==> src/hw/rtl/vsfc_pkg.sv <==
// Shared types and constants of the video stream frame checker.
// No dependencies; every other file of the block imports this package.
package vsfc_pkg;

  localparam int REG_W    = 13;
  localparam int CMP_W    = 17;
  localparam int COPIES_W = 13;
  localparam int ERR_W    = 3;

  localparam int QUEUE_DEPTH = 4;
  localparam int QPTR_W      = $clog2(QUEUE_DEPTH);

  localparam logic [0:0] REG_LINE_BEATS  = 1'b0;
  localparam logic [0:0] REG_FRAME_LINES = 1'b1;

  localparam logic [ERR_W-1:0] ERR_EOL_EARLY = 3'b001;
  localparam logic [ERR_W-1:0] ERR_EOL_LATE  = 3'b010;
  localparam logic [ERR_W-1:0] ERR_SOF_EARLY = 3'b100;

  typedef struct packed {
    logic [COPIES_W-1:0] copies;
    logic                line_end;
    logic                frame_end;
    logic [ERR_W-1:0]    errors;
  } vsfc_tag_t;

endpackage

==> src/hw/rtl/vsfc_front.sv <==
// Front end of the frame checker: accepts beats, tracks line and frame position.
// Holds the configuration registers and writes one result per producing beat to
// the queue. Depends on vsfc_pkg.
module vsfc_front import vsfc_pkg::*; #(
  parameter int BEAT_BITS      = 48,
  parameter int MAX_LINE_BEATS = 4096,
  parameter int MAX_LINES      = 4096
) (
  input  logic                 clk,
  input  logic                 rst,
  input  logic                 cfg_we,
  input  logic [0:0]           cfg_index,
  input  logic [REG_W-1:0]     cfg_data,
  input  logic                 accept,
  input  logic [BEAT_BITS-1:0] beat_data,
  input  logic                 in_sof,
  input  logic                 in_last,
  output logic                 push,
  output logic [BEAT_BITS-1:0] push_pixel,
  output vsfc_tag_t            push_tag
);

  localparam int COL_W = $clog2(MAX_LINE_BEATS);
  localparam int ROW_W = (MAX_LINES > 1) ? $clog2(MAX_LINES) : 1;
  localparam logic [CMP_W-1:0] MAX_W = CMP_W'(MAX_LINE_BEATS);
  localparam logic [CMP_W-1:0] MAX_H = CMP_W'(MAX_LINES);
  localparam logic [CMP_W-1:0] ONE   = CMP_W'(1);

  typedef enum logic [1:0] {
    PH_WAIT,
    PH_LINE,
    PH_DRAIN
  } phase_t;

  phase_t           phase, phase_next;
  logic [COL_W-1:0] column_count, column_count_next, col_base;
  logic [ROW_W-1:0] row_count, row_count_next, row_base;
  logic [ERR_W-1:0] error_bits, error_bits_next, err_base;
  logic [REG_W-1:0] line_beats, frame_lines;
  logic [CMP_W-1:0] width, height, col_ext, row_ext;
  logic             emit;

  always_comb begin
    if (line_beats == '0) begin
      width = ONE;
    end else if (CMP_W'(line_beats) > MAX_W) begin
      width = MAX_W;
    end else begin
      width = CMP_W'(line_beats);
    end
    if (frame_lines == '0) begin
      height = ONE;
    end else if (CMP_W'(frame_lines) > MAX_H) begin
      height = MAX_H;
    end else begin
      height = CMP_W'(frame_lines);
    end
  end

  always_comb begin
    phase_next        = phase;
    column_count_next = column_count;
    row_count_next    = row_count;
    error_bits_next   = error_bits;
    emit              = 1'b0;
    push_pixel        = beat_data;
    push_tag.copies   = COPIES_W'(1);
    push_tag.line_end = 1'b0;
    push_tag.frame_end = 1'b0;
    col_base = (phase == PH_WAIT) ? '0 : column_count;
    row_base = (phase == PH_WAIT) ? '0 : row_count;
    err_base = (phase == PH_WAIT) ? '0 : (error_bits | (in_sof ? ERR_SOF_EARLY : '0));
    col_ext  = CMP_W'(col_base);
    row_ext  = CMP_W'(row_base);
    unique case (phase)
      PH_DRAIN: begin
        error_bits_next = error_bits | ERR_EOL_LATE;
        if (in_last) begin
          if (CMP_W'(row_count) + ONE >= height) begin
            phase_next         = PH_WAIT;
            emit               = 1'b1;
            push_pixel         = '0;
            push_tag.copies    = '0;
            push_tag.frame_end = 1'b1;
          end else begin
            row_count_next    = row_count + ROW_W'(1);
            column_count_next = '0;
            phase_next        = PH_LINE;
          end
        end
      end
      PH_WAIT, PH_LINE: begin
        if (phase == PH_LINE || in_sof) begin
          emit              = 1'b1;
          error_bits_next   = err_base;
          column_count_next = col_base;
          row_count_next    = row_base;
          phase_next        = PH_LINE;
          if (in_last) begin
            push_tag.copies   = (col_ext < width) ? COPIES_W'(width - col_ext)
                                                  : COPIES_W'(1);
            push_tag.line_end = 1'b1;
            if (col_ext + ONE < width) begin
              error_bits_next = err_base | ERR_EOL_EARLY;
            end
            if (row_ext + ONE >= height) begin
              phase_next         = PH_WAIT;
              push_tag.frame_end = 1'b1;
            end else begin
              row_count_next    = row_base + ROW_W'(1);
              column_count_next = '0;
            end
          end else if (col_ext + ONE >= width) begin
            phase_next        = PH_DRAIN;
            push_tag.line_end = 1'b1;
          end else begin
            column_count_next = col_base + COL_W'(1);
          end
        end
      end
      default: begin
        phase_next = PH_WAIT;
      end
    endcase
    push_tag.errors = error_bits_next;
    push = accept && emit;
  end

  always_ff @(posedge clk) begin
    if (rst) begin
      phase        <= PH_WAIT;
      column_count <= '0;
      row_count    <= '0;
      error_bits   <= '0;
      line_beats   <= REG_W'(1);
      frame_lines  <= REG_W'(1);
    end else begin
      if (accept) begin
        phase        <= phase_next;
        column_count <= column_count_next;
        row_count    <= row_count_next;
        error_bits   <= error_bits_next;
      end
      if (cfg_we) begin
        unique case (cfg_index)
          REG_LINE_BEATS:  line_beats  <= cfg_data;
          REG_FRAME_LINES: frame_lines <= cfg_data;
          default: ;
        endcase
      end
    end
  end

endmodule

==> config.mk <==
export PLATFORM = sky130hd
export DESIGN_NAME = vsfc_front
export DESIGN_NICKNAME = d
export VERILOG_FILES = /design/src/hw/rtl/vsfc_pkg.sv /design/src/hw/rtl/vsfc_front.sv
export SDC_FILE = /design/constraint.sdc
export NUM_CORES = 1
export LEC_CHECK = 0
export ABC_AREA = 1
export BUFFER_PORTS_ARGS = -buffer_cell sky130_fd_sc_hd__buf_2
export CAP_MARGIN = 40
export CORE_AREA = 2 2 100 102
export CTS_CLUSTER_DIAMETER = 50
export DETAILED_ROUTE_END_ITERATION = 6
export DIE_AREA = 0 0 102 104
export PLACE_DENSITY_LB_ADDON = 0.3
export SYNTH_ARGS = -nofsm -noshare
export SYNTH_HDL_FRONTEND = slang
export SYNTH_SLANG_ARGS = --single-unit
==> constraint.sdc <==
create_clock -name clk -period 9.3 [get_ports clk]
set_input_delay 0.93 -clock clk [delete_from_list [all_inputs] [get_ports clk]]
set_output_delay 0.93 -clock clk [all_outputs]
set_load 0.01 [all_outputs]
==> results of run 1 <==
==> through the flow <==
step                hold WS [ps]  cell area, um^2  worst slack (ps)  total power, mW  instances
detailed placement           470             6350              4330            0.719       1218
CTS                          486             6450              3990            0.872       1226
global route                 514             6450              3570            0.949       1226
floorplan                    445             5630              5440            0.604        979
global placement             467             6350              4530            0.712       1218
finish                       488             6450              3860            0.876       1226
==> sequential cells by signal, indices dropped and copies added, names as in the netlist <==
| register | cells |
|---|---|
| column_count | 12 |
| phase | 2 |
| error_bits | 3 |
| line_beats | 13 |
| row_count | 12 |
| frame_lines | 13 |
==> metal layers <==
layer  global-route usage  vias up  wire [um]
li1                     -     3276          -
met2                0.487      237       7450
met3               0.0329       37        860
met1                0.374     2760       6730
met4                0.103        0        357
met5                    0        -          0
==> cells in the final DEF, fill, tap and decap left out, types with 3 or more instances in the layout <==
cell type and count:
o21a_1 3, nand3_1 48, xor2_1 16, ha_1 54, xnor2_1 8, nor2_2 7
dfxtp_1 55, nor3_1 9, and2_1 3, inv_1 183, clkbuf_8 5, nand4_1 14
inv_2 8, o21ai_0 49, buf_2 134, buf_4 3, nand2_1 271, nor2_1 112
o21ai_1 9, nor4_1 7, a21o_1 3, a21oi_1 70
==> power by group <==
part | leakage (nW) | switching (mW) | internal, mW | total, mW
logic | 3.36 | 0.286 | 0.157 | 0.443
clock network | 0.0519 | 0.0967 | 0.0576 | 0.154
registers | 0.454 | 0.0198 | 0.259 | 0.279
==> critical path: cells and delay by family (launching register included) <==
| family | cells | cell delay (ps) |
|---|---|---|
| simple gates | 8 | 2020 |
| buf+inv | 3 | 770 |
| flops | 1 | 660 |
| compound gates | 3 | 450 |
| fa+ha+maj | 1 | 290 |
==> cell families after synthesis <==
| group | count (synthesis) | share of synthesized area |
|---|---|---|
| simple gates | 483 | 0.362 |
| buf+inv | 223 | 0.153 |
| compound gates | 139 | 0.128 |
| fa+ha+maj | 55 | 0.124 |
| flops | 55 | 0.196 |
| xor+xnor | 24 | 0.0374 |
==> layout make-up <==
cell class                      instances  share of cell area
Tap cell                              133              0.0258
Clock buffer                            5              0.0107
Timing Repair Buffer                  137               0.107
Inverter                              192               0.112
Clock inverter                          3             0.00524
Multi-Input combinational cell        701               0.568
Sequential cell                        55               0.171
==> path summary, 6_finish.rpt <==
| check | start | endpoint | slack [ps] | cells past startpoint |
|---|---|---|---|---|
| setup / recovery | phase[1] | push_tag[4] | 3860 | 15 |
| hold / removal | line_beats[3] | line_beats[3] | 490 | 2 |
| setup reg to reg | phase[1] | column_count[0] | 4590 | 18 |
| hold reg to reg | line_beats[3] | line_beats[3] | 490 | 2 |
==> impl_results.md, run 1 <==
* Root Buffer: clkbuf_8
* Antenna diodes at 0
* Multi-input logic area at around 3700 um^2
* CTS H-tree lvls at 2
* Clock Sinks at 55
* Yosys cell types at 40
* CP max stage cell: nor2_1
* Antenna Nets Post-Route at 0
* Max Clock Freq at 184 MHz
* Synth Register Bits at 55
* TritonCTS buffer count at 5
* Top-count cell post-synth: nand2_1
* Vias at between 6k and 7k
* GPL Wtd Cong at 0.945
* Leakage power at 3.87 nW
* Filler cells at 943
* Total wire length at 15400 um
* Core area at 9550 um^2
* Layout Skew at 9.91 ps
* Status: finished clean
* Core Rows at 36
* Die Width at about 100 um
* Post-synth top flop: dfxtp_1
* Area grow syn2layout at 14.6%
* CP Cell Sequence: nor2_2 -> buf_4 -> inv_1 -> nand2_1 -> nor3_4 -> nand4_1 -> nor4_1 -> ha_1 -> a21oi_1 -> o21ai_0 -> a21oi_1 -> nand3_1 -> nor2_1 -> nor2_1 -> buf_2
* Min Tclk post-route at 5440 ps
* Gr usage total at 0.288
* Area fraction of the dominant cell type after synthesis at 0.196
* Sequential cell area fraction in the yosys report at 0.196
* Final hold vios at 0
* Post-cts gate resize count at 0
* Cells after synthesis at about 980
* Detailed Routing Iterations Pass 1 at 5
* Grt ovf at 0
* Via density at 5.15
* Worst Hold Class: flip-flop to flip-flop
* Post-synth EDFFs at 0
* Share of synthesized flip-flops with an asynchronous set or reset at 0
* Via count of the first global-routing pass at 5680
* RSZ-0062 raised after global routing: false
* Wire per inst at roughly 13 um
* Slew margin rel. at 0.420
* VDD IR max at 0.0718 mV
* Nets@finish at 1215
* Synth area leaders: dfxtp_1 (20%), nand2_1 (18%), inv_1 (12%)
* Dominant cell type by area after synthesis: dfxtp_1
* Initial antenna violation count at 0
* IO Port Bufs at 134
* Clock-pin slew on the worst setup and hold paths at approximately 110 ps
* Share of cells above drive strength 1 at 0.155
* Least-Margin Pin Slew at 866 ps
* Worst skew pair latency at about 330 ps
* Commonest cells post-synth: nand2_1 (271), inv_1 (183), nor2_1 (112), a21oi_1 (70), dfxtp_1 (55)
* WS Path Type: flip-flop to output pin
* Die outline area at 10600 um^2
* Clock buffer depth at 2
* P per Cell Area at 136 nW/um^2
* Average cell area after synthesis at between 5 and 6 um^2
* Syn. warnings at 0
* Final setup vio count at 0
* Largest net degree at the start of global routing at 52
* Fin crit share at 0.585
* Pins over their slew limit at 0
* Startpoint types: flip-flop
* Crit-path max FO at 22
* Cts hold-fix bufs at 0
* IO Count at 135
* Max_cap viols at 0
* Largest stage delay on the critical path at between 700 and 800 ps
* First-pass GRT wire length at 25500 um
* CTS tree: yes
* Mapped Area at ~5600 um^2
* Crit. End Element: output pin
* Post-layout util at 0.675
* Reg area at 1100 um^2
* DRC at 0
* Worst EP arrival at 4510 ps
* Syn_nets at approximately 1.1k
* Post-route setup TNS at 0 ps
* Post-CTS Setup Inserts at 0
* WP data required at between 8000 and 9000 ps
* Initial Util at 0.589
* Die H at 104 um
* Post-DP HPWL at 12200 um
* Drt first-iter violations at 459
Power figures use the tool's default switching activity.
==> inputs of run 2 (changes only) <==
--- a/config.mk
+++ b/config.mk
@@ -8,10 +8,10 @@
 export ABC_AREA = 1
 export BUFFER_PORTS_ARGS = -buffer_cell sky130_fd_sc_hd__buf_2
 export CAP_MARGIN = 40
-export CORE_AREA = 2 2 100 102
+export CORE_AREA = 2 2 110 112
 export CTS_CLUSTER_DIAMETER = 50
 export DETAILED_ROUTE_END_ITERATION = 6
-export DIE_AREA = 0 0 102 104
+export DIE_AREA = 0 0 112 114
 export PLACE_DENSITY_LB_ADDON = 0.3
 export SYNTH_ARGS = -nofsm -noshare
 export SYNTH_HDL_FRONTEND = slang
==> constraint.sdc (replaced) <==
create_clock -name clk -period 4.46 [get_ports clk]
set_input_delay 0.446 -clock clk [delete_from_list [all_inputs] [get_ports clk]]
set_output_delay 0.446 -clock clk [all_outputs]
set_load 0.01 [all_outputs]
==> run 2 against run 1 <==
Sequential power rose by 110%; routed wire length up 3.0%; final area grew 2.0%; setup slack worse by 3400 ps; largest power group unchanged.
==> impl_results.md, run 2 (synthesized netlist as in run 1, its figures left out) <==
* Clock Sinks at 55
* Crit. End Element: output pin
* Slew margin rel. at 0.661
* R2r setup slk at 650 ps
* Post-DP HPWL at between 10000 and 15000 um
* Via density at 5.02
* Pins over their slew limit at 0
* Vias at between 6k and 7k
* Clock-pin slew on the worst setup and hold paths at 80 ps
* Worst Hold Class: primary input to flip-flop
* Detailed Routing Iterations Pass 1 at 5
* Initial Util at 0.480
* CTS tree: yes
* Antenna Nets Post-Route at 0
* Largest registers: frame_lines (13), line_beats (13)
* Clock buffer depth at 2
* Final setup vio count at 0
* Grt ovf at 0
* Reg area at 1100 um^2
* Final Instance Area at 6580 um^2
* Max Clock Freq at 253 MHz
* Min Tclk post-route at roughly 4000 ps
* Commonest non-fill, non-tap cell in the layout: nand2_1
* Crit-path max FO at approximately 50
* Post-layout util at 0.562
* Post-route setup TNS at 0 ps
* Final hold vios at 0
* Via count of the first global-routing pass at approximately 5.7k
* Tot Pwr at 1.94 mW
* Core area at 11700 um^2
* IO Count at 135
* Share of cells above drive strength 1 at 0.162
* DP Area at 6430 um^2
* WP data required at 4010 ps
* First-pass GRT wire length at 26300 um
* TritonCTS buffer count at 5
* Leakage power at 3.94 nW
* Wire per inst at 12.7 um
* Drt first-iter violations at 400
* Max_cap viols at 0
* Startpoint types: flip-flop
* P per Cell Area at 295 nW/um^2
* CTS H-tree lvls at 2
* Nets@finish at ~1.2k
* Die Width at 112 um
* WS Path Type: flip-flop to output pin
* Root Buffer: clkbuf_16
* Area grow syn2layout at 16.9%
* GPL Wtd Cong at 0.995
* VDD IR max at between 0.15 and 0.2 mV
* Worst skew pair latency at 300 ps
* Core Rows at 40
* Post-cts gate resize count at 0
* Gr usage total at 0.247
* Multi-input logic area at 3660 um^2
* Filler cells at approximately 1.3k
* DRC at 0
* IO Port Bufs at between 100 and 150
* Cts hold-fix bufs at 0
* Least-Margin Pin Slew at 507 ps
* Antenna diodes at 0
* Total wire length at roughly 16000 um
* Layout Skew at 6.73 ps
* Worst EP arrival at between 3000 and 4000 ps
* Largest net degree at the start of global routing at 52
* Post-CTS Setup Inserts at 0
* Die outline area at 12800 um^2
* RSZ-0062 raised after global routing: false
* Fin crit share at 0.887
* Die H at around 110 um
* Most frequent cells in the layout: nand2_1 (271), inv_1 (183), buf_2 (134)
* Initial antenna violation count at 0
* Status: finished clean
==> run 2: worst paths after layout <==
kind,cells after the start,to,from
setup reg to reg,22,column_count[3],phase[0]
hold / removal,3,frame_lines[0],cfg_data[0]
hold reg to reg,2,line_beats[3],line_beats[3]
setup / recovery,19,push_pixel[24],row_count[0]
==> run 2: per-stage QoR <==
stage	std cells	hold slack (ps)	worst slack, ps
after floorplan	979	445	1080
after global placement	1241	468	773
after detailed placement	1241	471	715
after CTS	1249	364	522
after global routing	1249	387	171
final	1249	377	502
==> run 2: layer usage <==
layer	part of all wire	routed length [um]	track usage
met3	0.048	759	0.0260
met4	0.032	509	0.113
met5	0	0	0
met2	0.48	7690	0.436
met1	0.44	6910	0.304
==> run 2: power by group <==
group / leakage, nW / total (mW) / internal, mW / switching (mW)
Combinational: 3.41 / 0.956 / 0.348 / 0.608
Clock: 0.0742 / 0.405 / 0.211 / 0.195
Sequential: 0.454 / 0.577 / 0.540 / 0.0369
==> run 2: cell type report <==
type / count / share of cell area
Clock buffer: 5 / 0.0190
Timing Repair Buffer: 146 / 0.116
Tap cell: 147 / 0.0280
Multi-Input combinational cell: 701 / 0.557
Clock inverter: 3 / 0.00342
Inverter: 192 / 0.110
Sequential cell: 55 / 0.167
==> run 2: critical path: stages, from the launching register on <==
cell     delay, ps
dfxtp_1        400
ha_1           200
nand2_1         70
nor2_1         180
nand2_1        140
nor2_2         190
xor2_1         220
ha_1           270
a21oi_1        140
o21a_1         150
nand2_1         50
nand2_1         50
nand4_1        140
nand2_1        160
inv_1           50
nand2_1         50
buf_4          390
nand2_1        130
inv_1           80
buf_2          120
==> inputs of run 3 (changes only) <==
--- a/config.mk
+++ b/config.mk
@@ -8,10 +8,10 @@
 export ABC_AREA = 1
 export BUFFER_PORTS_ARGS = -buffer_cell sky130_fd_sc_hd__buf_2
 export CAP_MARGIN = 40
-export CORE_AREA = 2 2 110 112
+export CORE_AREA = 2 2 154 81
 export CTS_CLUSTER_DIAMETER = 50
 export DETAILED_ROUTE_END_ITERATION = 6
-export DIE_AREA = 0 0 112 114
+export DIE_AREA = 0 0 156 83
 export PLACE_DENSITY_LB_ADDON = 0.3
 export SYNTH_ARGS = -nofsm -noshare
 export SYNTH_HDL_FRONTEND = slang
==> run 3 against run 2 <==
Non-clock buffer count is the same; clock-buffer cell count increased by 1; critical endpoint is now push_tag[4]; total power increased by 5.9%; clock power rose by 15%; highest routed layer unchanged.
==> impl_results.md, run 3 (synthesized netlist as in run 1, its figures left out) <==
* Status: finished clean
* Reg area at 1100 um^2
* Tot Pwr at 2.05 mW
* Antenna diodes at 0
* Commonest non-fill, non-tap cell in the layout: nand2_1
* Nets@finish at around 1.2k
* Filler cells at 1150
* Fin Hold WS at slightly below 400 ps
* Multi-input logic area at approximately 3700 um^2
* Total wire length at 17900 um
* Startpoint types: flip-flop
* VDD IR max at 0.189 mV
* Root Buffer: clkbuf_16
* TritonCTS buffer count at 5
* Post-route setup TNS at 0 ps
* Core Rows at 28
* Max Clock Freq at 240 MHz
* Most frequent cells in the layout: nand2_1 (271), inv_1 (183), buf_2 (134)
* Initial antenna violation count at 0
* Hold path cells at 3
* Least-Margin Pin Slew at between 800 and 900 ps
* Worst Hold Path EP: frame_lines[0]
* FF-to-FF End: column_count[1]
* IO Count at 135
* CTS H-tree lvls at 2
* Via density at 5.17
* Antenna Nets Post-Route at 0
* Max_cap viols at 0
* Worst skew pair latency at 310 ps
* First-pass GRT wire length at 28000 um
* P per Cell Area at 309 nW/um^2
* Largest registers: frame_lines (13), line_beats (13)
* Post-DP HPWL at 14600 um
* Core area at 11500 um^2
* R2r setup slk at 510 ps
* Grt ovf at 0
* Worst Hold Class: primary input to flip-flop
* Leakage power at ~4.0 nW
* DRC at 0
* Die outline area at roughly 13000 um^2
* Crit-path max FO at 13
* Layout Skew at 8.81 ps
* Gr usage total at 0.270
* WP data required at 4010 ps
* Clock-pin slew on the worst setup and hold paths at roughly 80 ps
* Vias at 6473
* Clock buffer depth at 2
* Slew margin rel. at 0.453
* Detailed Routing Iterations Pass 1 at 5
* Clock Sinks at 55
* Worst hold start: cfg_data[0]
* Die Width at 156 um
* Worst r2r src: phase[1]
* Worst EP arrival at 3720 ps
* IO Port Bufs at 134
* CTS tree: yes
* Via count of the first global-routing pass at 5423
* Non-filler cells, final at 1252
* GPL Wtd Cong at 1.03
* Die H at 83 um
* WS Path Type: flip-flop to output pin
* Final hold vios at 0
* Largest net degree at the start of global routing at 35
* Share of cells above drive strength 1 at 0.167
* RSZ-0062 raised after global routing: true
* Crit. End Element: output pin
* Cells on worst reg2reg path at 21
* Drt first-iter violations at 718
* Pins over their slew limit at 0
* Dpl cells at approximately 1.2k
* Area grow syn2layout at 18.1%
* Final setup vio count at 0
* Min Tclk post-route at around 4200 ps
* Wire per inst at 14.3 um
* Fin crit share at 0.933
* Initial Util at 0.488
run 3: routing by layer:
| metal | global-route usage | routed length, um | vias up |
|---|---|---|---|
| li1 | - | - | 3289 |
| met1 | 0.436 | 8980 | 2843 |
| met2 | 0.325 | 6100 | 334 |
| met3 | 0.115 | 2770 | 7 |
| met4 | 0.0250 | 69 | 0 |
| met5 | 0 | 0 | - |
run 3: what timing repair did:
action | CTS | global route
hold buffers | 0 | 0
gates resized for setup | 0 | 9
buffers inserted | 0 | 0
endpoints found under the setup margin | 0 | 57
run 3: worst max-delay path: stages, from the launching register on:
cell     delay, ps
dfxtp_2        500
nor2_2          60
buf_4          180
inv_1          190
nand2_1        210
nor3_4         310
nand3_1        180
o21ai_1        150
nand2_1         80
inv_1           60
ha_1           230
a21oi_1        130
o21ai_0         90
a21oi_1        280
nand3_2        260
nor2_1         250
nor2_1          90
buf_2          140
run 3: cell type report:
type                    instances  share of cell area
multi-input cells             701               0.557
flip-flops and latches         55               0.166
clock buffers                   6              0.0194
well taps                     150              0.0283
inverters                     192               0.108
repair buffers                146               0.115
clock inverters                 2             0.00584
run 3: power by group:
group          leakage [nW]  switching (mW)  internal (mW)
Clock                0.0815           0.199          0.268
Sequential            0.454          0.0434          0.540
Combinational          3.43           0.653          0.348
Total                  3.96           0.896           1.16
run 3: worst max-delay path by stage:
stage,depth (start not counted),to,slack [ps],from
2_1_floorplan,16,push_tag[4],1080,phase[0]
3_5_place_dp,18,column_count[1],400,phase[1]
3_3_place_gp,18,column_count[1],510,phase[1]
6_report,17,push_tag[4],300,phase[1]
5_1_grt,15,push_tag[4],-40,phase[1]
4_1_cts,14,push_tag[4],100,phase[1]
run 3: per-stage QoR:
| step | utilization | setup slack [ps] | cell area, um^2 |
|---|---|---|---|
| finish | 0.576 | 298 | 6640 |
| global route | 0.576 | -39.1 | 6640 |
| CTS | 0.573 | 96.6 | 6600 |
| detailed placement | 0.558 | 398 | 6430 |
| global placement | 0.558 | 512 | 6430 |
| floorplan | - | 1080 | 5630 |
